### config.mk
export PLATFORM = sky130hd
export DESIGN_NAME = urd_div
export DESIGN_NICKNAME = d
export VERILOG_FILES = /design/src/hdl/urd_pkg.sv /design/src/hdl/urd_div.sv
export SDC_FILE = /design/constraint.sdc
export NUM_CORES = 1
export LEC_CHECK = 0
export BUFFER_PORTS_ARGS = -buffer_cell sky130_fd_sc_hd__buf_2
export CAP_MARGIN = 20
export CELL_PAD_IN_SITES_DETAIL_PLACEMENT = 1
export CELL_PAD_IN_SITES_GLOBAL_PLACEMENT = 2
export CORE_MARGIN = 4
export CORE_UTILIZATION = 33
export DETAILED_ROUTE_END_ITERATION = 10
export PLACE_DENSITY = 0.78
export SYNTH_ARGS = -nofsm -noshare
export SYNTH_HDL_FRONTEND = slang
export SYNTH_SLANG_ARGS = --single-unit
### constraint.sdc
create_clock -name i_clk -period 2.4 [get_ports i_clk]
set_input_delay 0.36 -clock i_clk [delete_from_list [all_inputs] [get_ports i_clk]]
set_output_delay 0.36 -clock i_clk [all_outputs]
set_load 0.005 [all_outputs]
### src/hdl/urd_pkg.sv
`timescale 1ns / 1ps

package urd_pkg;

    localparam int VAL_W         = 15;
    localparam int CFG_W         = 15;
    localparam int CFG_IDX_W     = 2;
    localparam int DCNT_W        = 9;
    localparam int SPAN_W        = 16;
    localparam int IDX_OUT_W     = 8;
    localparam int DEF_CAPACITY  = 256;
    localparam int DEF_VALUE_MAX = 32767;

    // Function codes of an input transaction. The code with both bits set
    // is an offer as well.
    typedef enum logic [1:0] {
        FUNC_CLEAR = 2'd0,
        FUNC_ADD   = 2'd1,
        FUNC_OFFER = 2'd2
    } t_func;

    typedef enum logic [3:0] {
        ST_ACCEPTED   = 4'd0,
        ST_OUT_BAND   = 4'd1,
        ST_DUPLICATE  = 4'd2,
        ST_EXC_STORED = 4'd3,
        ST_LOW_HIGH   = 4'd4,
        ST_TOO_MANY   = 4'd5,
        ST_OVER_MAX   = 4'd6,
        ST_EXC_REPEAT = 4'd7,
        ST_COMPLETE   = 4'd8,
        ST_CLEARED    = 4'd9
    } t_status;

    typedef enum logic [CFG_IDX_W-1:0] {
        REG_RANGE_LOW  = 2'd0,
        REG_RANGE_HIGH = 2'd1,
        REG_DRAW_COUNT = 2'd2
    } t_reg_idx;

    typedef enum logic [2:0] {
        S_IDLE,
        S_L0,
        S_R0,
        S_BAND,
        S_MAP,
        S_SEARCH,
        S_FINISH
    } t_state;

    typedef struct packed {
        logic [1:0]       func;
        logic [VAL_W-1:0] value;
    } t_item;

    typedef struct packed {
        t_status              status;
        logic [VAL_W-1:0]     drawn_value;
        logic [IDX_OUT_W-1:0] draw_index;
        logic                 last_draw;
    } t_result;

    // Control of one ring of storage cells.
    typedef struct packed {
        logic shift;
        logic load;
    } t_cell_ctl;

endpackage

### src/hdl/urd_div.sv
`timescale 1ns / 1ps

// Restoring divider that yields the remainder, one dividend bit per cycle.
module urd_div import urd_pkg::*; #(
    parameter int DW = SPAN_W
) (
    input  logic          i_clk,
    input  logic          i_rst_n,
    input  logic          i_start,
    input  logic [DW-1:0] i_dividend,
    input  logic [DW-1:0] i_divisor,
    output logic          o_done,
    output logic [DW-1:0] o_rem
);

    localparam int CW = $clog2(DW + 1);

    logic          r_busy;
    logic          r_done;
    logic [CW-1:0] r_cnt;
    logic [DW-1:0] r_dvd;
    logic [DW-1:0] r_dsr;
    logic [DW-1:0] r_rem;
    logic [DW-1:0] n_rem;
    logic [DW:0]   rem_sh;
    logic [DW:0]   diff;

    always_comb begin
        rem_sh = {r_rem, r_dvd[DW-1]};
        diff   = rem_sh - {1'b0, r_dsr};
        n_rem  = (rem_sh >= {1'b0, r_dsr}) ? diff[DW-1:0] : rem_sh[DW-1:0];
    end

    always_ff @(posedge i_clk) begin
        if (!i_rst_n) begin
            r_busy <= 1'b0;
            r_done <= 1'b0;
            r_cnt  <= '0;
        end else begin
            r_done <= 1'b0;
            if (i_start) begin
                r_busy <= 1'b1;
                r_cnt  <= CW'(DW);
            end else if (r_busy) begin
                r_cnt <= r_cnt - CW'(1);
                if (r_cnt == CW'(1)) begin
                    r_busy <= 1'b0;
                    r_done <= 1'b1;
                end
            end
        end
    end

    always_ff @(posedge i_clk) begin
        if (i_start) begin
            r_dvd <= i_dividend;
            r_dsr <= i_divisor;
            r_rem <= '0;
        end else if (r_busy) begin
            r_dvd <= {r_dvd[DW-2:0], 1'b0};
            r_rem <= n_rem;
        end
    end

    assign o_done = r_done;
    assign o_rem  = r_rem;

endmodule

==> results of run 1 <==
path summary, 6_finish.rpt:
kind / start / to / slack (ns) / cells past startpoint
setup reg to reg: r_dvd[15] / o_rem[14] / -0.04 / 10
setup / recovery: r_dvd[15] / o_rem[14] / -0.04 / 10
hold / removal: i_divisor[3] / r_dsr[3] / 0.20 / 1
hold reg to reg: r_cnt[1] / r_cnt[1] / 0.52 / 2
per-layer routing:
layer  vias up  part of all wire, %  GRT usage (%)
li1       1463                    -              -
met1      1483                   47           24.6
met2        65                   47           28.3
met3        13                  4.5           3.11
met4         0                  1.3           3.74
met5         -                    0              0
what timing repair did:
action                                 4_1_cts  5_1_grt
pin swaps                                    6       23
buffers inserted                             2        5
endpoints found under the hold margin        0        0
setup endpoints to repair                    9       16
resized for setup                           22       31
state kept, by name, summed over array words and instances, names as in the netlist:
register / flops
r_dvd: 16
o_done: 1
r_dsr: 16
r_busy: 1
r_cnt: 5
o_rem: 16
power by group through the flow:
stage	clock [W]	sequential, W	combinational, W
floorplan	0	0.00115	0.000577
global placement	0	0.00115	0.000919
detailed placement	0	0.00116	0.000940
CTS	0.000683	0.00114	0.00101
global route	0.000721	0.00116	0.00121
finish	0.000662	0.00115	0.00111
area by class of cell:
cell class                      count  share of cell area [%]
Clock buffer                        5                    1.50
Clock inverter                      3                    1.04
Inverter                           22                    1.80
Multi-Input combinational cell    240                    45.5
Sequential cell                    55                    31.1
Tap cell                          133                    3.64
Timing Repair Buffer              111                    15.5
cell usage in the layout (no fill, tap or decap), types with 7 or more instances in the layout:
master	count
mux2_2	16
buf_2	51
xnor2_1	7
edfxtp_1	32
o21ai_0	11
inv_1	18
nand2_1	12
ha_4	10
o21ai_1	10
dfxtp_1	23
nor2_1	29
buf_4	59
a311oi_2	9
a21oi_1	11
nand3_1	12
synthesized netlist by cell type, drive strengths merged, types with 4 or more instances:
cell / n
o21ai: 24
and3: 4
nor3: 4
a311oi: 14
mux2: 16
nand3: 13
and2: 5
nand2b: 5
nor2: 30
a21o: 4
xnor2: 7
clkbuf: 13
inv: 22
ha: 18
dfxtp: 23
buf: 8
edfxtp: 32
nand2: 12
nand4: 6
a21oi: 13
o211ai: 5
xor2: 4
a211oi: 5
cells by family after synthesis:
family / synth area share, %
simple gates: 15.6
compound gates: 21.4
flops: 41.8
buf+inv: 5.40
fa+ha+maj: 7.21
mux: 5.88
xor+xnor: 2.83
critical path: cells and delay by family (launching register included):
| kind | cells | cell delay, ns |
|---|---|---|
| AO/OA/AOI/OAI | 4 | 0.97 |
| multiplexers | 1 | 0.24 |
| flip-flops | 1 | 0.41 |
| buffers and inverters | 2 | 0.13 |
| adder cells (fa/ha/maj) | 2 | 0.53 |
| AND/OR/NAND/NOR | 1 | 0.10 |
through the flow:
step	cells	power (W)	TNS (ns)
floorplan	338	0.00172	0
global placement	554	0.00207	-0.0627
detailed placement	554	0.00210	-0.485
CTS	564	0.00283	-0.00708
global route	569	0.00309	-1.22
finish	569	0.00292	-0.0592
==> qor.yml, run 1 <==
worst_setup_path:
  crit_type: "reg2reg"
  cp.arrival_ns: 2.67
  path_max_fanout: 3
  worstPathRequired_ns: 2.63
  path_cells: "inv_1 > ha_2 > inv_2 > fa_2 > a21o_1 > a31o_4 > a211oi_4 > mux2i_1 > nand3_1 > a311oi_1"
  start_kind: "flop"
  crit_path_end_kind: "flop"
  max_stage_delay_ns: 0.41
  crit_path_top_delay_cell: "edfxtp_1"
grt:
  grt_max_degree: 27
  grt-ovfl-total: 0
  antenna_found_initial: 0
  first_global_vias: 3072
  grt_pass1_wl_um: 16400
  grt_usage_pct: 17.6
floorplanning:
  num_rows: 36
  fp.dieH_um: 110
  die_w_um: 110
  die_area_um2: 12000
  coreArea_um2: 9910
  start_util_pct: 34.3
  ios: 52
power_and_ir_drop:
  vdd_drop_max_v: 0.000306
  power.share.sequential_pct: 39.3
  power_density_nw_per_um2: 637
  combPwrFrac_pct: 38.0
  leakage_nw: 1.86
  internal_power_w: 0.00194
  clockPowerShare_pct: 22.7
  p_switching_w: 0.000975
  switching_share_pct: 33.4
logic_synthesis:
  synth-seq-cells: 55
  ys.flop_type: "edfxtp_1"
  yosys.area.top_type: "edfxtp_1"
  syn_area_um2: 3400
  syn_nets: 392
  synthCells: 338
  synth_cell_types: 66
  synthTopCellsByArea: "edfxtp_1 (28%), dfxtp_1 (14%), ha_1 (6.6%), mux2_2 (5.3%), nor2_1 (3.3%)"
  yosysTopAreaCellShare_pct: 28.2
  synth-edff-count: 32
  syn_area_per_cell_um2: 10.1
  yosysWarnings: 0
  yosysSeqAreaShare_pct: 41.8
  async_reset_ff_share_pct: 0
clock_tree:
  htreeDepth: 2
  cts_buffers: 5
  cts_root_buf: "clkbuf_8"
  clk_latency_ns: 0.32
  clock_path_buffers: 2
  cts_tree: "built"
  path_clk_slew_ns: 0.12
  cts_hold_buffers: 0
  clkSinkCount: 55
timing:
  final_max_slew_viol_count: 0
  skew_ns: 0.0131
  fmax_mhz: 410
  rsz0062_at_grt: "true"
  setup_ws_ns: -0.0397
  slew_headroom_pct: 61.2
  setup_viol: 2
  period_minus_slack_ns: 2.44
  fin_hold_ws_ns: 0.204
  post-route-period-util_pct: 102
  worst_pin_slew_ns: 0.580
  final-hold-violation-count: 0
flow_run:
  drv_cap: 0
status:
  violations: "setup timing"
  outcome: "finished with violations"
drt:
  wirelength_um: 10400
  drc: 0
  wl_per_cell_um: 18.4
  via_per_inst: 5.31
  detail_route.first_pass.iterations: 4
  ant_nets: 0
  vias: 3024
  drt_iter0_markers: 175
final_layout:
  n_fill_cell: 1150
  multiInputGateArea_um2: 2080
  stdcell_area_um2: 4580
  area_growth_pct: 34.5
  post-route-util_pct: 46.2
  diodes: 0
  layout-drive-gt1-share_pct: 44.7
  ff_latch_area_um2: 1420
  final_net_count: 489
placed_design:
  portBuffers: 51
  dpl_cell_area_um2: 4130
  dp_hpwl_um: 7690
  pre_cts_ws_ns: -0.140
  place.gp.congestion: 0.871
worst_hold_path:
  min_path_type: "in2reg"
(Power assumes the default switching activity.)
==> run 2, diff against run 1 <==
--- a/config.mk
+++ b/config.mk
@@ -10,9 +10,10 @@
 export CELL_PAD_IN_SITES_DETAIL_PLACEMENT = 1
 export CELL_PAD_IN_SITES_GLOBAL_PLACEMENT = 2
 export CORE_MARGIN = 4
-export CORE_UTILIZATION = 33
+export CORE_UTILIZATION = 36
+export CTS_CLUSTER_DIAMETER = 100
 export DETAILED_ROUTE_END_ITERATION = 10
-export PLACE_DENSITY = 0.78
+export PLACE_DENSITY = 0.8
 export SYNTH_ARGS = -nofsm -noshare
 export SYNTH_HDL_FRONTEND = slang
 export SYNTH_SLANG_ARGS = --single-unit
==> constraint.sdc (replaced) <==
create_clock -name i_clk -period 2.35 [get_ports i_clk]
set_input_delay 0.3525 -clock i_clk [delete_from_list [all_inputs] [get_ports i_clk]]
set_output_delay 0.3525 -clock i_clk [all_outputs]
set_load 0.005 [all_outputs]
==> qor.yml, run 2 (synthesized netlist as in run 1, its figures left out) <==
status:
  outcome: "finished with violations"
  violations: "setup timing"
worst_hold_path:
  min_path_type: "in2reg"
  whs_path_depth: 1
worst_setup_path:
  crit_type: "reg2reg"
  cp.arrival_ns: 2.67
  ff2ff_path_depth: 11
  path_max_fanout: 3
  crit_path_end_kind: "flop"
  start_kind: "flop"
  worstPathRequired_ns: 2.58
drt:
  via_per_inst: 5.32
  drt_iter0_markers: 143
  ant_nets: 0
  drc: 0
  detail_route.first_pass.iterations: 4
  vias: 3047
  wl_per_cell_um: 18.4
  wirelength_um: 10600
power_and_ir_drop:
  power.share.sequential_pct: 40.6
  internal_power_w: 0.00187
  totalPowerFinal_w: 0.00287
  leakage_nw: 1.91
  vdd_drop_max_v: 0.000372
  combPwrFrac_pct: 39.6
  power_density_nw_per_um2: 630
  switching_share_pct: 34.7
  clockPowerShare_pct: 19.8
  p_switching_w: 0.000995
placed_design:
  dp_hpwl_um: 7570
  portBuffers: 51
  placed_cells: 555
  place.gp.congestion: 0.876
  pre_cts_ws_ns: -0.144
floorplanning:
  die_w_um: 105
  ios: 52
  die_area_um2: 11100
  start_util_pct: 36.8
  coreArea_um2: 9240
  num_rows: 35
  fp.dieH_um: 105
timing:
  setup_ws_ns: -0.0890
  post-route-period-util_pct: 104
  period_minus_slack_ns: 2.44
  fmax_mhz: 410
  final-hold-violation-count: 0
  rsz0062_at_grt: "true"
  skew_ns: 0.0122
  setup_viol: 4
  final_max_slew_viol_count: 0
  worst_pin_slew_ns: 0.543
  slew_headroom_pct: 63.8
final_layout:
  diodes: 0
  area_growth_pct: 33.9
  final_net_count: 497
  final_cell_mix: "buf_4 (62), buf_2 (51), edfxtp_1 (32), nor2_1 (29), dfxtp_1 (23)"
  post-route-util_pct: 49.3
  layout-drive-gt1-share_pct: 43.9
  layout_commonest_cell: "buf_4"
  layout.cells.non_filler: 573
clock_tree:
  cts_buffers: 5
  clk_latency_ns: 0.32
  cts_tree: "built"
  path_clk_slew_ns: 0.12
  cts_root_buf: "clkbuf_8"
  cts_hold_buffers: 0
  clkSinkCount: 55
  clock_path_buffers: 2
  htreeDepth: 2
grt:
  grt_pass1_wl_um: 16300
  antenna_found_initial: 0
  first_global_vias: 3210
  grt_usage_pct: 18.2
  grt_max_degree: 24
  grt-ovfl-total: 0
flow_run:
  drv_cap: 0
-- run 2: changes by cell type in the layout (fill, tap and decap cells not counted), sizes merged --
cell      before  now
clkinvlp       0    1
buf          111  118
bufinv         1    0
or4b           2    3
-- run 2: final cells by class --
type	instances	area (µm²)
fillers	1059	4680
multi-input cells	241	2020
flip-flops and latches	55	1420
repair buffers	118	777
well taps	129	161
inverters	22	82.6
clock buffers	5	68.8
clock inverters	3	23.8
-- run 2: final timing paths --
kind                      from   endpoint  slack (ns)
hold reg to reg       r_cnt[1]   r_cnt[1]        0.51
hold / removal    i_divisor[7]   r_dsr[7]        0.20
setup / recovery     r_dvd[15]  o_rem[10]       -0.09
setup reg to reg     r_dvd[15]  o_rem[10]       -0.09
-- run 2: timing repair --
action                     in CTS  in global routing
hold endpoints to repair        0                  0
pin swaps                      10                 30
gates resized for setup        13                 34
setup buffers                   1                  8
gates cloned                    0                  1
setup endpoints to repair      10                 16
-- run 2: power groups by stage --
stage	logic (W)	clock network [W]	registers, W
global placement	0.000951	0	0.00118
finish	0.00114	0.000569	0.00117
detailed placement	0.000976	0	0.00118
floorplan	0.000591	0	0.00117
CTS	0.00102	0.000590	0.00116
global route	0.00124	0.000633	0.00118
-- run 2: metal layers --
| layer | up-vias | routed length, µm | global-route usage [%] |
|---|---|---|---|
| met5 | - | 0 | 0 |
| met1 | 1515 | 4690 | 23.1 |
| met3 | 8 | 232 | 2.51 |
| li1 | 1478 | - | - |
| met4 | 0 | 140 | 4.12 |
| met2 | 46 | 5510 | 32.7 |
-- run 2: metrics by stage --
| step | hold WS [ns] | setup TNS [ns] | area (µm²) |
|---|---|---|---|
| finish | 0.201 | -0.282 | 4560 |
| CTS | 0.194 | -0.220 | 4310 |
| global route | 0.190 | -0.991 | 4560 |
| detailed placement | 0.500 | -0.644 | 4160 |
| global placement | 0.485 | -0.178 | 4160 |
| floorplan | 0.451 | 0 | 3410 |
-- run 2: critical path: stages (launching register included) --
cell and delay (ns):
edfxtp_1 0.42, inv_1 0.08, ha_2 0.19, inv_2 0.04, fa_2 0.34, a21o_1 0.21, a31o_4 0.26, a211oi_4 0.25
buf_4 0.16, xnor2_2 0.10, nand3_1 0.08, a311oi_1 0.22
