===== config.mk =====
export PLATFORM = sky130hd
export DESIGN_NAME = urd_cell
export DESIGN_NICKNAME = d
export VERILOG_FILES = /design/src/hdl/urd_pkg.sv /design/src/hdl/urd_cell.sv
export SDC_FILE = /design/constraint.sdc
export NUM_CORES = 1
export LEC_CHECK = 0
export BUFFER_PORTS_ARGS = -buffer_cell sky130_fd_sc_hd__buf_2
export CELL_PAD_IN_SITES_DETAIL_PLACEMENT = 1
export CELL_PAD_IN_SITES_GLOBAL_PLACEMENT = 2
export CORE_MARGIN = 2
export CORE_UTILIZATION = 26
export DETAILED_ROUTE_END_ITERATION = 16
export PLACE_DENSITY_LB_ADDON = 0.08
export SLEW_MARGIN = 5
export SYNTH_ARGS = -nofsm -noshare
export SYNTH_HDL_FRONTEND = slang
export SYNTH_SLANG_ARGS = --single-unit

===== constraint.sdc =====
create_clock -name i_clk -period 2.7 [get_ports i_clk]
set_clock_uncertainty 0.15 [all_clocks]
set_input_delay 0.27 -clock i_clk [delete_from_list [all_inputs] [get_ports i_clk]]
set_output_delay 0.27 -clock i_clk [all_outputs]
set_load 0.02 [all_outputs]

===== src/hdl/urd_pkg.sv =====
`timescale 1ns / 1ps

package urd_pkg;

    localparam int VAL_W         = 15;
    localparam int CFG_W         = 15;
    localparam int CFG_IDX_W     = 2;
    localparam int DCNT_W        = 9;
    localparam int SPAN_W        = 16;
    localparam int IDX_OUT_W     = 8;
    localparam int DEF_CAPACITY  = 256;
    localparam int DEF_VALUE_MAX = 32767;

    // Function codes of an input transaction. The code with both bits set
    // is an offer as well.
    typedef enum logic [1:0] {
        FUNC_CLEAR = 2'd0,
        FUNC_ADD   = 2'd1,
        FUNC_OFFER = 2'd2
    } t_func;

    typedef enum logic [3:0] {
        ST_ACCEPTED   = 4'd0,
        ST_OUT_BAND   = 4'd1,
        ST_DUPLICATE  = 4'd2,
        ST_EXC_STORED = 4'd3,
        ST_LOW_HIGH   = 4'd4,
        ST_TOO_MANY   = 4'd5,
        ST_OVER_MAX   = 4'd6,
        ST_EXC_REPEAT = 4'd7,
        ST_COMPLETE   = 4'd8,
        ST_CLEARED    = 4'd9
    } t_status;

    typedef enum logic [CFG_IDX_W-1:0] {
        REG_RANGE_LOW  = 2'd0,
        REG_RANGE_HIGH = 2'd1,
        REG_DRAW_COUNT = 2'd2
    } t_reg_idx;

    typedef enum logic [2:0] {
        S_IDLE,
        S_L0,
        S_R0,
        S_BAND,
        S_MAP,
        S_SEARCH,
        S_FINISH
    } t_state;

    typedef struct packed {
        logic [1:0]       func;
        logic [VAL_W-1:0] value;
    } t_item;

    typedef struct packed {
        t_status              status;
        logic [VAL_W-1:0]     drawn_value;
        logic [IDX_OUT_W-1:0] draw_index;
        logic                 last_draw;
    } t_result;

    // Control of one ring of storage cells.
    typedef struct packed {
        logic shift;
        logic load;
    } t_cell_ctl;

endpackage


===== src/hdl/urd_cell.sv =====
`timescale 1ns / 1ps

// One entry of a storage ring. It either takes the write data when it is
// the selected entry, or takes its neighbor's value when the ring rotates.
module urd_cell import urd_pkg::*; (
    input  logic             i_clk,
    input  t_cell_ctl        i_ctl,
    input  logic             i_sel,
    input  logic [VAL_W-1:0] i_next,
    input  logic [VAL_W-1:0] i_wr_data,
    output logic [VAL_W-1:0] o_value
);

    logic [VAL_W-1:0] r_value;

    always_ff @(posedge i_clk) begin
        if (i_ctl.load && i_sel) begin
            r_value <= i_wr_data;
        end else if (i_ctl.shift) begin
            r_value <= i_next;
        end
    end

    assign o_value = r_value;

endmodule


==> results of run 1 <==
==> routing by layer <==
layer	share of wire [%]	vias up
met5	0	-
met3	7.7	0
met2	57	20
li1	-	230
met1	36	207
met4	0	0
==> placed cells by master, fill, tap and decap left out <==
cell type                  instances
sky130_fd_sc_hd__buf_2            48
sky130_fd_sc_hd__clkbuf_4          3
sky130_fd_sc_hd__edfxtp_1         15
sky130_fd_sc_hd__nand2_2           1
sky130_fd_sc_hd__mux2_2            6
sky130_fd_sc_hd__mux2_4            9
sky130_fd_sc_hd__clkbuf_1          1
sky130_fd_sc_hd__nand2b_1          1
==> path summary, 6_finish.rpt <==
kind,from,end,slack [ps]
setup / recovery,i_ctl[0],o_value[14],1240
hold / removal,i_wr_data[8],o_value[8],140
==> final cells by class <==
| type | count | area (um2) |
|---|---|---|
| tap | 30 | 37.5 |
| clock buffer | 4 | 26.3 |
| fill | 287 | 1510 |
| sequential | 15 | 450 |
| timing repair buffer | 48 | 240 |
| multi-input combinational | 17 | 215 |
==> cells by family (layout without fill, tap and decap cells) <==
family                 after synthesis  after routing
flip-flops                          15             15
multiplexers                        15             15
AND/OR/NAND/NOR                      2              2
buffers and inverters                1             52
==> per-stage QoR <==
stage	area (um2)	total power [uW]	hold slack, ps	setup WS, ps
after floorplan	677	370	337	1260
after global placement	943	419	424	937
after detailed placement	943	420	425	891
after CTS	970	543	132	1190
after global routing	970	562	138	1110
final	970	532	143	1240
==> power groups by stage <==
stage	combinational, uW	sequential (uW)	clock [uW]
2_1_floorplan	35.1	335	0
3_3_place_gp	121	298	0
3_5_place_dp	122	299	0
4_1_cts	122	293	128
5_1_grt	130	295	137
6_report	119	293	120
==> impl_summary.txt, run 1 <==
----------------------------------------------------
[Outcome]
  Run status ... complete, no violations

[Synth]
  Number of enable-type register cells in the synthesized netlist ... 15
  Most common cell in the synthesized netlist ... sky130_fd_sc_hd__edfxtp_1
  Most used flip-flop cell after synthesis ... sky130_fd_sc_hd__edfxtp_1
  Post-synth top cells ... 15 x sky130_fd_sc_hd__edfxtp_1, 9 x sky130_fd_sc_hd__mux2_4, 6 x sky130_fd_sc_hd__mux2_2
  Library cell with the largest summed area after synthesis ... sky130_fd_sc_hd__edfxtp_1
  Synthesized-area fraction occupied by ao, oa, aoi and oai cells ... 0%
  Proportion of synthesized flip-flops having asynchronous set or reset ... 0%
  Xor and xnor area share after synthesis ... 0%
  Distinct cell type count after synthesis ... 6
  Ranking of synthesized cells by area ... sky130_fd_sc_hd__edfxtp_1 67%, sky130_fd_sc_hd__mux2_4 20%, sky130_fd_sc_hd__mux2_2 10%
  Total of warnings raised by yosys ... 0
  Sequential share of the synthesized area ... 66.5%
  Average instance area after synthesis ... roughly 21 um2
  Multiplexer share of the synthesized area ... 29.9%
  Gate Count Post-Synth ... 33
  Post-Synth Adder-Cell Area ... 0%
  Post-Syn Nets ... 67
  Combinational family with the most area after synthesis ... multiplexers
  Post-synthesis cell area ... roughly 680 um2
  Area share of the largest cell type after synthesis ... 66.5%
  Simple-gate share of the synthesized area ... 1.85%
  Synthesized flop and latch total ... 15

[Cells and area]
  Post-route non-filler standard cell count ... approximately 110
  Utilization after layout ... 39.1%
  Synth-to-layout area growth ... 43.3%
  # diodes ... 0
  Share of post-route cells with drive strength above 1 ... roughly 80%
  # nets final ... 119
  Flip-flop count of the largest register, all copies and words added ... 15

[Global routing]
  Global route overflow ... 0
  GR met1 Demand/Resource ... 10.3%
  Most used routing layer in global routing ... met2
  Pin count of the biggest net entering global routing ... 17
  Met3 Track Usage GR ... 2.42%
  Met2 track demand over resource in global routing ... 18.3%
  Number of global-route vias before repair ... roughly 480
  Number of antenna violations at the first check in global routing ... 0
  First-pass GRT wire length ... 2030 um
  Overall fraction of global-route tracks in use ... 9.72%

[STA]
  Number of setup violations in the final report ... 0
  Worst Max-Slew Pin Slew ... 660 ps
  Count of final max-slew check failures ... 0
  Normalized max-slew margin ... 56.0%
  Time the worst path needs with I/O delays and setup ... approximately 1500 ps
  Number of endpoints with negative hold slack in the final report ... 0
  Maximum achievable frequency ... 0.684 GHz
  Final TNS setup ... 0 ps
  RSZ-0062 raised after global routing ... false
  Final period utilization ... between 50% and 60%

[Placement]
  Instance count after placement with tap cells included ... 110
  Final estimated routing congestion in global placement ... 0.564
  Count of port buffers added during placement ... 48

[Critical path]
  Kind of cell adding the most delay to the critical path ... simple AND/OR/NAND/NOR gates
  Buffering stage count on the worst path with inverters included ... 1
  Worst path cell trace ... buf_2 > nand2_2 > nand2b_1
  Kind of end point of the critical path ... register
  Startpoint type of the worst setup path ... input port
  CP max stage delay ... 600 ps
  WP data required ... 2460 ps
  Worst Path Arrival ... 1220 ps
  CP max FO ... 16
  Cell with the largest stage delay on the worst path ... sky130_fd_sc_hd__nand2b_1
  Total stage count of the critical path ... 3
  Startpoint-to-endpoint class of the critical path ... in2reg

[Power]
  Power per standard cell area ... around 550 nW/um2
  Portion of total power attributed to the clock network ... 22.6%
  LEAKAGE ... 0.000464 uW
  Internal power component ... 400 uW
  Max VDD drop ... 0.000215 V
  Proportion of power drawn by flip-flops and latches ... 55.1%
  Logic pwr share ... between 20 and 25%
  Psw ... 131 uW
  Switching power as a share of total power ... roughly a quarter

[Detailed routing]
  Routed via count divided by cell count ... around 4.0
  Remaining number of nets flagged by the antenna check after routing ... 0
  1st-pass router iterations ... 2
  Wire length reported by the detailed router ... 1250 um
  Wirelength per Cell ... 11.0 um
  Drt first-iter violations ... 1
  Count of unresolved DRC violations after routing ... 0
  Routed vias ... 457

[Worst hold path]
  Min-Delay Path Class ... in2reg
  Instance count along the most critical hold path ... 2

[CTS]
  CTS Buf Count ... 3
  Clock slew seen by the registers of the worst setup and hold paths ... 80 ps
  Root Driver ... sky130_fd_sc_hd__clkbuf_4
  Total of cells resized after clock tree synthesis ... 0
  CTS HTree Levels ... 1
  Clk buf depth ... 2
  Number of buffers added to fix hold violations after cts ... 0
  Buffers inserted by post-CTS timing repair ... 0
  CTS tree ... done
  Num Clock Sinks ... 15

[Floorplanning]
  Starting Density ... a little over a quarter
  Die ar. ... 3030 um2
  Width of the chip ... ~55 um
  Die height ... 55.0 um
  Area of the core region ... 2480 um2
  Rows ... 18
  Ports ... 49

[Flow run]
  Max Cap Viol ... 0

----------------------------------------------------
Note: power is estimated with default switching activity, not from simulation.
==> inputs of run 2 (changes only) <==
- ABC_AREA: default -> 1
- CORE_UTILIZATION: 26 -> 22
- clock period: 2.7 -> 1.52 ns (I/O delays scaled with it)
==> run 2 against run 1 <==
  * Synthesized area grew 11%
  * Critical path type is now reg2out
  * Via count increased by 55%
  * Largest cell class unchanged
  * Non-clock buffer count grew 18
  * Sequential power increased by 78%
==> impl_summary.txt, run 2 <==
----------------------------------------------------
[Floorplanning]
  Width of the chip ... 62.5 um
  Starting Density ... 22.8%
  Ports ... 49
  Rows ... 21
  Area of the core region ... roughly 3300 um2
  Die height ... approximately 63 um
  Die ar. ... roughly 3900 um2

[Detailed routing]
  1st-pass router iterations ... 4
  Wire length reported by the detailed router ... 2070 um
  Wirelength per Cell ... between 10 and 15 um
  Drt first-iter violations ... 9
  Routed via count divided by cell count ... roughly 4.0
  Count of unresolved DRC violations after routing ... 0
  Remaining number of nets flagged by the antenna check after routing ... 0
  Routed vias ... about 710

[Power]
  LEAKAGE ... 0.000574 uW
  Max VDD drop ... between 0.0002 and 0.00025 V
  Power per standard cell area ... around 860 nW/um2

[CTS]
  CTS tree ... done
  CTS Buf Count ... 3
  Num Clock Sinks ... 15
  Buffers inserted by post-CTS timing repair ... 0
  Clock slew seen by the registers of the worst setup and hold paths ... about 90 ps
  Clk buf depth ... 2
  Root Driver ... sky130_fd_sc_hd__clkbuf_4
  CTS HTree Levels ... 1

[STA]
  RSZ-0062 raised after global routing ... false
  Number of endpoints with negative hold slack in the final report ... 0
  Count of final max-slew check failures ... 0
  Final period utilization ... approximately three quarters
  Time the worst path needs with I/O delays and setup ... 1140 ps
  Worst Max-Slew Pin Slew ... around 200 ps
  Normalized max-slew margin ... 86.6%
  Maximum achievable frequency ... 0.877 GHz
  Worst setup margin ... roughly 380 ps
  Final TNS setup ... 0 ps
  Number of setup violations in the final report ... 0

[Cells and area]
  Flip-flop count of the largest register, all copies and words added ... 15
  # diodes ... 0
  Storage element area ... between 400 and 500 um2
  Combined area of the multi-input logic cells ... approximately 230 um2
  # nets final ... 168
  Leading cell type in the layout, fill and taps excluded ... sky130_fd_sc_hd__buf_2
  Top library cells by usage in the layout, fill and taps aside ... 48 x sky130_fd_sc_hd__buf_2, 22 x sky130_fd_sc_hd__nand2_1, 15 x sky130_fd_sc_hd__nand3_1, 15 x sky130_fd_sc_hd__dlygate4sd3_1, 15 x sky130_fd_sc_hd__edfxtp_1
  Share of post-route cells with drive strength above 1 ... 48.1%
  Synth-to-layout area growth ... 57.3%
  Number of fillers in the final layout ... 411

[Critical path]
  Startpoint-to-endpoint class of the critical path ... reg2out
  Worst path cell trace ... buf_2
  WP data required ... 1220 ps
  Cell with the largest stage delay on the worst path ... sky130_fd_sc_hd__edfxtp_1
  Kind of cell adding the most delay to the critical path ... flip-flops
  CP max stage delay ... approximately 390 ps
  CP max FO ... 1
  Kind of end point of the critical path ... output port
  Startpoint type of the worst setup path ... register
  Worst Path Arrival ... 840 ps
  Buffering stage count on the worst path with inverters included ... 1

[Outcome]
  Run status ... complete, no violations

[Global routing]
  First-pass GRT wire length ... approximately 3400 um
  Pin count of the biggest net entering global routing ... 17
  Met3 Track Usage GR ... under 10%
  Met2 track demand over resource in global routing ... 18.0%
  Most used routing layer in global routing ... met2
  Number of antenna violations at the first check in global routing ... 0
  Global route overflow ... 0
  Number of global-route vias before repair ... 776
  GR met1 Demand/Resource ... between 10 and 15%
  Overall fraction of global-route tracks in use ... approximately 11%

[Synth]
  Most used flip-flop cell after synthesis ... sky130_fd_sc_hd__edfxtp_1
  Post-synth top cells ... 22 x sky130_fd_sc_hd__nand2_1, 15 x sky130_fd_sc_hd__edfxtp_1, 15 x sky130_fd_sc_hd__nand3_1
  Number of enable-type register cells in the synthesized netlist ... 15
  Total of warnings raised by yosys ... 0
  Sequential share of the synthesized area ... 59.8%
  Ranking of synthesized cells by area ... sky130_fd_sc_hd__edfxtp_1 60%, sky130_fd_sc_hd__nand2_1 11%, sky130_fd_sc_hd__nand3_1 10%
  Post-synthesis cell area ... about 750 um2
  Average instance area after synthesis ... 11.1 um2
  Post-Syn Nets ... 102
  Most common cell in the synthesized netlist ... sky130_fd_sc_hd__nand2_1
  Area share of the largest cell type after synthesis ... 59.8%
  Proportion of synthesized flip-flops having asynchronous set or reset ... 0%
  Distinct cell type count after synthesis ... 8
  Gate Count Post-Synth ... 68
  Synthesized flop and latch total ... 15
  Library cell with the largest summed area after synthesis ... sky130_fd_sc_hd__edfxtp_1

[Flow run]
  Max Cap Viol ... 0

[Worst hold path]
  Min-Delay Path Class ... in2reg
  Startpoint of the tightest hold check path ... i_wr_data[9]
  Instance count along the most critical hold path ... 3
  Sink of the worst hold path ... o_value[9]

[Placement]
  Final estimated routing congestion in global placement ... 0.663
  Worst-case setup slack after placement ... 306 ps
  Post-DP HPWL ... roughly 1400 um
  Count of port buffers added during placement ... 48

----------------------------------------------------
run 2: how the worst max path moves through the flow:
stage / depth (start not counted) / from / to / slack (ps)
floorplan: 4 / i_ctl[0] / o_value[0] / 190
global placement: 4 / i_sel / o_value[7] / 310
detailed placement: 4 / i_sel / o_value[1] / 310
CTS: 1 / o_value[14] / o_value[14] / 350
global route: 1 / o_value[3] / o_value[3] / 330
finish: 1 / o_value[14] / o_value[14] / 380
run 2: metal layers:
metal  part of all wire [%]  vias up
met5                      0        -
met4                    1.1        0
met3                    6.1        2
met2                     50       29
met1                     42      320
li1                       -      358
run 2: cells by family (layout without fill, tap and decap cells):
family,Yosys count,count (layout),synth area share (%)
buffers and inverters,6,71,9.14
flip-flops,15,15,59.8
AND/OR/NAND/NOR,47,47,31.1
run 2: layout make-up:
cell class,count,area share [%]
clock buffers,4,2.22
repair buffers,66,34.8
multi-input cells,47,19.7
well taps,46,4.86
flip-flops and latches,15,38.0
inverters,1,0.317
run 2: tightest hold or removal path: stages:
cell	delay [ps]
sky130_fd_sc_hd__buf_2	70
sky130_fd_sc_hd__nand3_1	50
sky130_fd_sc_hd__nand2_1	60
run 2: where the power goes:
group / leakage [uW] / total (uW) / internal [uW] / switching (uW)
registers: 0.000150 / 523 / 511 / 11.7
clock network: 0.0000150 / 232 / 102 / 130
logic: 0.000409 / 259 / 112 / 147
total: 0.000574 / 1010 / 725 / 288
run 2: per-stage QoR:
step / power (uW) / instance area (um2) / hold slack [ps] / cells / util [%]
6_report: 1010 / 1180 / 10.1 / 179 / 35.8
5_1_grt: 1070 / 1180 / 6.57 / 179 / 35.8
4_1_cts: 1030 / 1180 / 2.75 / 179 / 35.8
3_5_place_dp: 767 / 1010 / 277 / 160 / 30.5
3_3_place_gp: 766 / 1010 / 274 / 160 / 30.5
2_1_floorplan: 674 / 753 / 175 / 68 / -
run 2: what timing repair did:
action / in CTS / in global routing
hold buffers: 15 / 0
gates resized for setup: 0 / 0
hold endpoints to repair: 15 / 0
==> inputs of run 3 (changes only) <==
- clock period: 1.52 -> 1.14 ns (I/O delays scaled with it)
==> run 3 against run 2 <==
  * Final area grew 19%
  * Combinational power grew 66%
  * Die area is the same
  * Core utilization grew 6.8 points
  * Non-clock buffer count grew 19
  * Routed wire length grew 15%
  * Clock power grew 28%
  * Global-route usage grew 2.5 points
  * Cell count grew 11%
  * Sequential cell count is the same
  * Via count grew 10%
  * Largest power group unchanged
==> impl_summary.txt, run 3 (synthesis gave the netlist of run 2 again) <==
----------------------------------------------------
[Cells and area]
  Number of fillers in the final layout ... 403
  Utilization after layout ... 42.6%
  Post-route non-filler standard cell count ... 198
  Combined area of the multi-input logic cells ... 236 um2
  Flip-flop count of the largest register, all copies and words added ... 15
  Storage element area ... approximately 450 um2
  Synth-to-layout area growth ... 87.4%
  Final Cell Area ... 1410 um2
  # diodes ... 0
  Top library cells by usage in the layout, fill and taps aside ... 43 x sky130_fd_sc_hd__buf_2, 30 x sky130_fd_sc_hd__dlygate4sd3_1, 21 x sky130_fd_sc_hd__nand2_1
  Leading cell type in the layout, fill and taps excluded ... sky130_fd_sc_hd__buf_2
  # nets final ... 187
  Share of post-route cells with drive strength above 1 ... between 40% and 50%

[Floorplanning]
  Rows ... 21
  Die height ... 62.5 um
  Ports ... 49
  Die ar. ... 3910 um2
  Width of the chip ... roughly 63 um
  Starting Density ... a little under a quarter
  Area of the core region ... about 3300 um2

[Critical path]
  Termination of the worst setup path ... o_value[0]
  Startpoint-to-endpoint class of the critical path ... reg2out
  Kind of end point of the critical path ... output port
  Startpoint type of the worst setup path ... register
  Total stage count of the critical path ... 1
  Cell with the largest stage delay on the worst path ... sky130_fd_sc_hd__edfxtp_1
  WP data required ... around 880 ps
  Worst path cell trace ... buf_6
  Origin of the worst setup path ... o_value[0]
  Worst Path Arrival ... 840 ps
  CP max FO ... 1
  Kind of cell adding the most delay to the critical path ... flip-flops
  CP max stage delay ... between 400 and 500 ps
  Buffering stage count on the worst path with inverters included ... 1

[Global routing]
  Overall fraction of global-route tracks in use ... 13.5%
  Pin count of the biggest net entering global routing ... 16
  First-pass GRT wire length ... 4040 um
  Global route overflow ... 0
  Number of global-route vias before repair ... 880
  Number of antenna violations at the first check in global routing ... 0

[STA]
  Worst setup margin ... 40.3 ps
  Final period utilization ... 96.5%
  Maximum achievable frequency ... 0.909 GHz
  Count of final max-slew check failures ... 0
  Worst Max-Slew Pin Slew ... 129 ps
  RSZ-0062 raised after global routing ... true
  Normalized max-slew margin ... about nine tenths
  Time the worst path needs with I/O delays and setup ... between 1000 and 1500 ps
  Number of setup violations in the final report ... 0
  Number of endpoints with negative hold slack in the final report ... 0

[CTS]
  Num Clock Sinks ... 15
  CTS Buf Count ... 3
  CTS HTree Levels ... 1
  Buffers inserted by post-CTS timing repair ... 0
  Clock slew seen by the registers of the worst setup and hold paths ... 90 ps
  Root Driver ... sky130_fd_sc_hd__clkbuf_4
  CTS tree ... done
  Clk buf depth ... 2

[Power]
  Internal power component ... 1040 uW
  Switching power as a share of total power ... 27.4%
  LEAKAGE ... 0.000672 uW
  Psw ... 391 uW
  Logic pwr share ... 30.0%
  Power per standard cell area ... 1010 nW/um2
  Post-layout total power ... approximately 1400 uW
  Proportion of power drawn by flip-flops and latches ... 49.3%
  Portion of total power attributed to the clock network ... 20.8%
  Max VDD drop ... just over 0.0005 V

[Detailed routing]
  Remaining number of nets flagged by the antenna check after routing ... 0
  Wire length reported by the detailed router ... ~2400 um
  Routed via count divided by cell count ... between 3 and 4
  Count of unresolved DRC violations after routing ... 0
  Routed vias ... 782
  1st-pass router iterations ... 4
  Drt first-iter violations ... 17
  Wirelength per Cell ... 12.0 um

[Flow run]
  Max Cap Viol ... 0

[Placement]
  Placed cell areas ... 1050 um2
  Worst-case setup slack after placement ... about 120 ps
  Post-DP HPWL ... between 1500 and 2000 um
  Instance count after placement with tap cells included ... 164
  Count of port buffers added during placement ... between 40 and 50
  Final estimated routing congestion in global placement ... a little over 0.6

[Outcome]
  Run status ... complete, no violations

[Worst hold path]
  Min-Delay Path Class ... in2reg

----------------------------------------------------
run 3: cell count changes in the layout (fill, tap and decap cells not counted):
cell | previous run | this run
sky130_fd_sc_hd__buf_6 | 0 | 5
sky130_fd_sc_hd__dlygate4sd3_1 | 15 | 30
sky130_fd_sc_hd__buf_12 | 0 | 1
sky130_fd_sc_hd__buf_2 | 48 | 43
sky130_fd_sc_hd__nand2_1 | 22 | 21
sky130_fd_sc_hd__buf_4 | 3 | 6
sky130_fd_sc_hd__nand2_2 | 9 | 10
run 3: per-layer routing:
layer / up-vias / GRT usage (%) / wire (um)
met5: - / 0 / 0
met4: 0 / 5.00 / 30
met3: 2 / 3.42 / 129
met2: 30 / 25.0 / 1320
met1: 353 / 14.7 / 899
li1: 397 / - / -
run 3: timing repair:
| action | CTS | global route |
|---|---|---|
| endpoints found under the setup margin | 0 | 5 |
| resized for setup | 0 | 10 |
| hold buffers | 30 | 0 |
| endpoints found under the hold margin | 15 | 0 |
run 3: worst min path at each step:
| stage | to | cells after the start | from | slack, ps |
|---|---|---|---|---|
| 2_1_floorplan | o_value[10] | 2 | i_next[10] | 140 |
| 3_5_place_dp | o_value[2] | 3 | i_next[2] | 230 |
| 4_1_cts | o_value[1] | 4 | i_ctl[1] | 130 |
| 6_report | o_value[1] | 4 | i_ctl[1] | 130 |
| 3_3_place_gp | o_value[2] | 3 | i_next[2] | 230 |
| 5_1_grt | o_value[0] | 4 | i_ctl[1] | 130 |
run 3: cell type report:
type | instances | area share (%)
Timing Repair Buffer | 85 | 45.1
Sequential cell | 15 | 31.9
Multi-Input combinational cell | 47 | 16.8
Tap cell | 46 | 4.08
Clock buffer | 4 | 1.86
Inverter | 1 | 0.266
run 3: power by group through the flow:
| stage | Combinational [uW] | Sequential (uW) | Clock [uW] |
|---|---|---|---|
| CTS | 410 | 702 | 315 |
| finish | 429 | 705 | 297 |
| floorplan | 104 | 796 | 0 |
| global placement | 327 | 713 | 0 |
| detailed placement | 331 | 714 | 0 |
| global route | 468 | 711 | 345 |
run 3: stage by stage:
step	TNS (ps)	hold slack, ps
after floorplan	0	137
after global placement	0	233
after detailed placement	0	233
after CTS	0	126
after global routing	-29.5	131
final	0	133
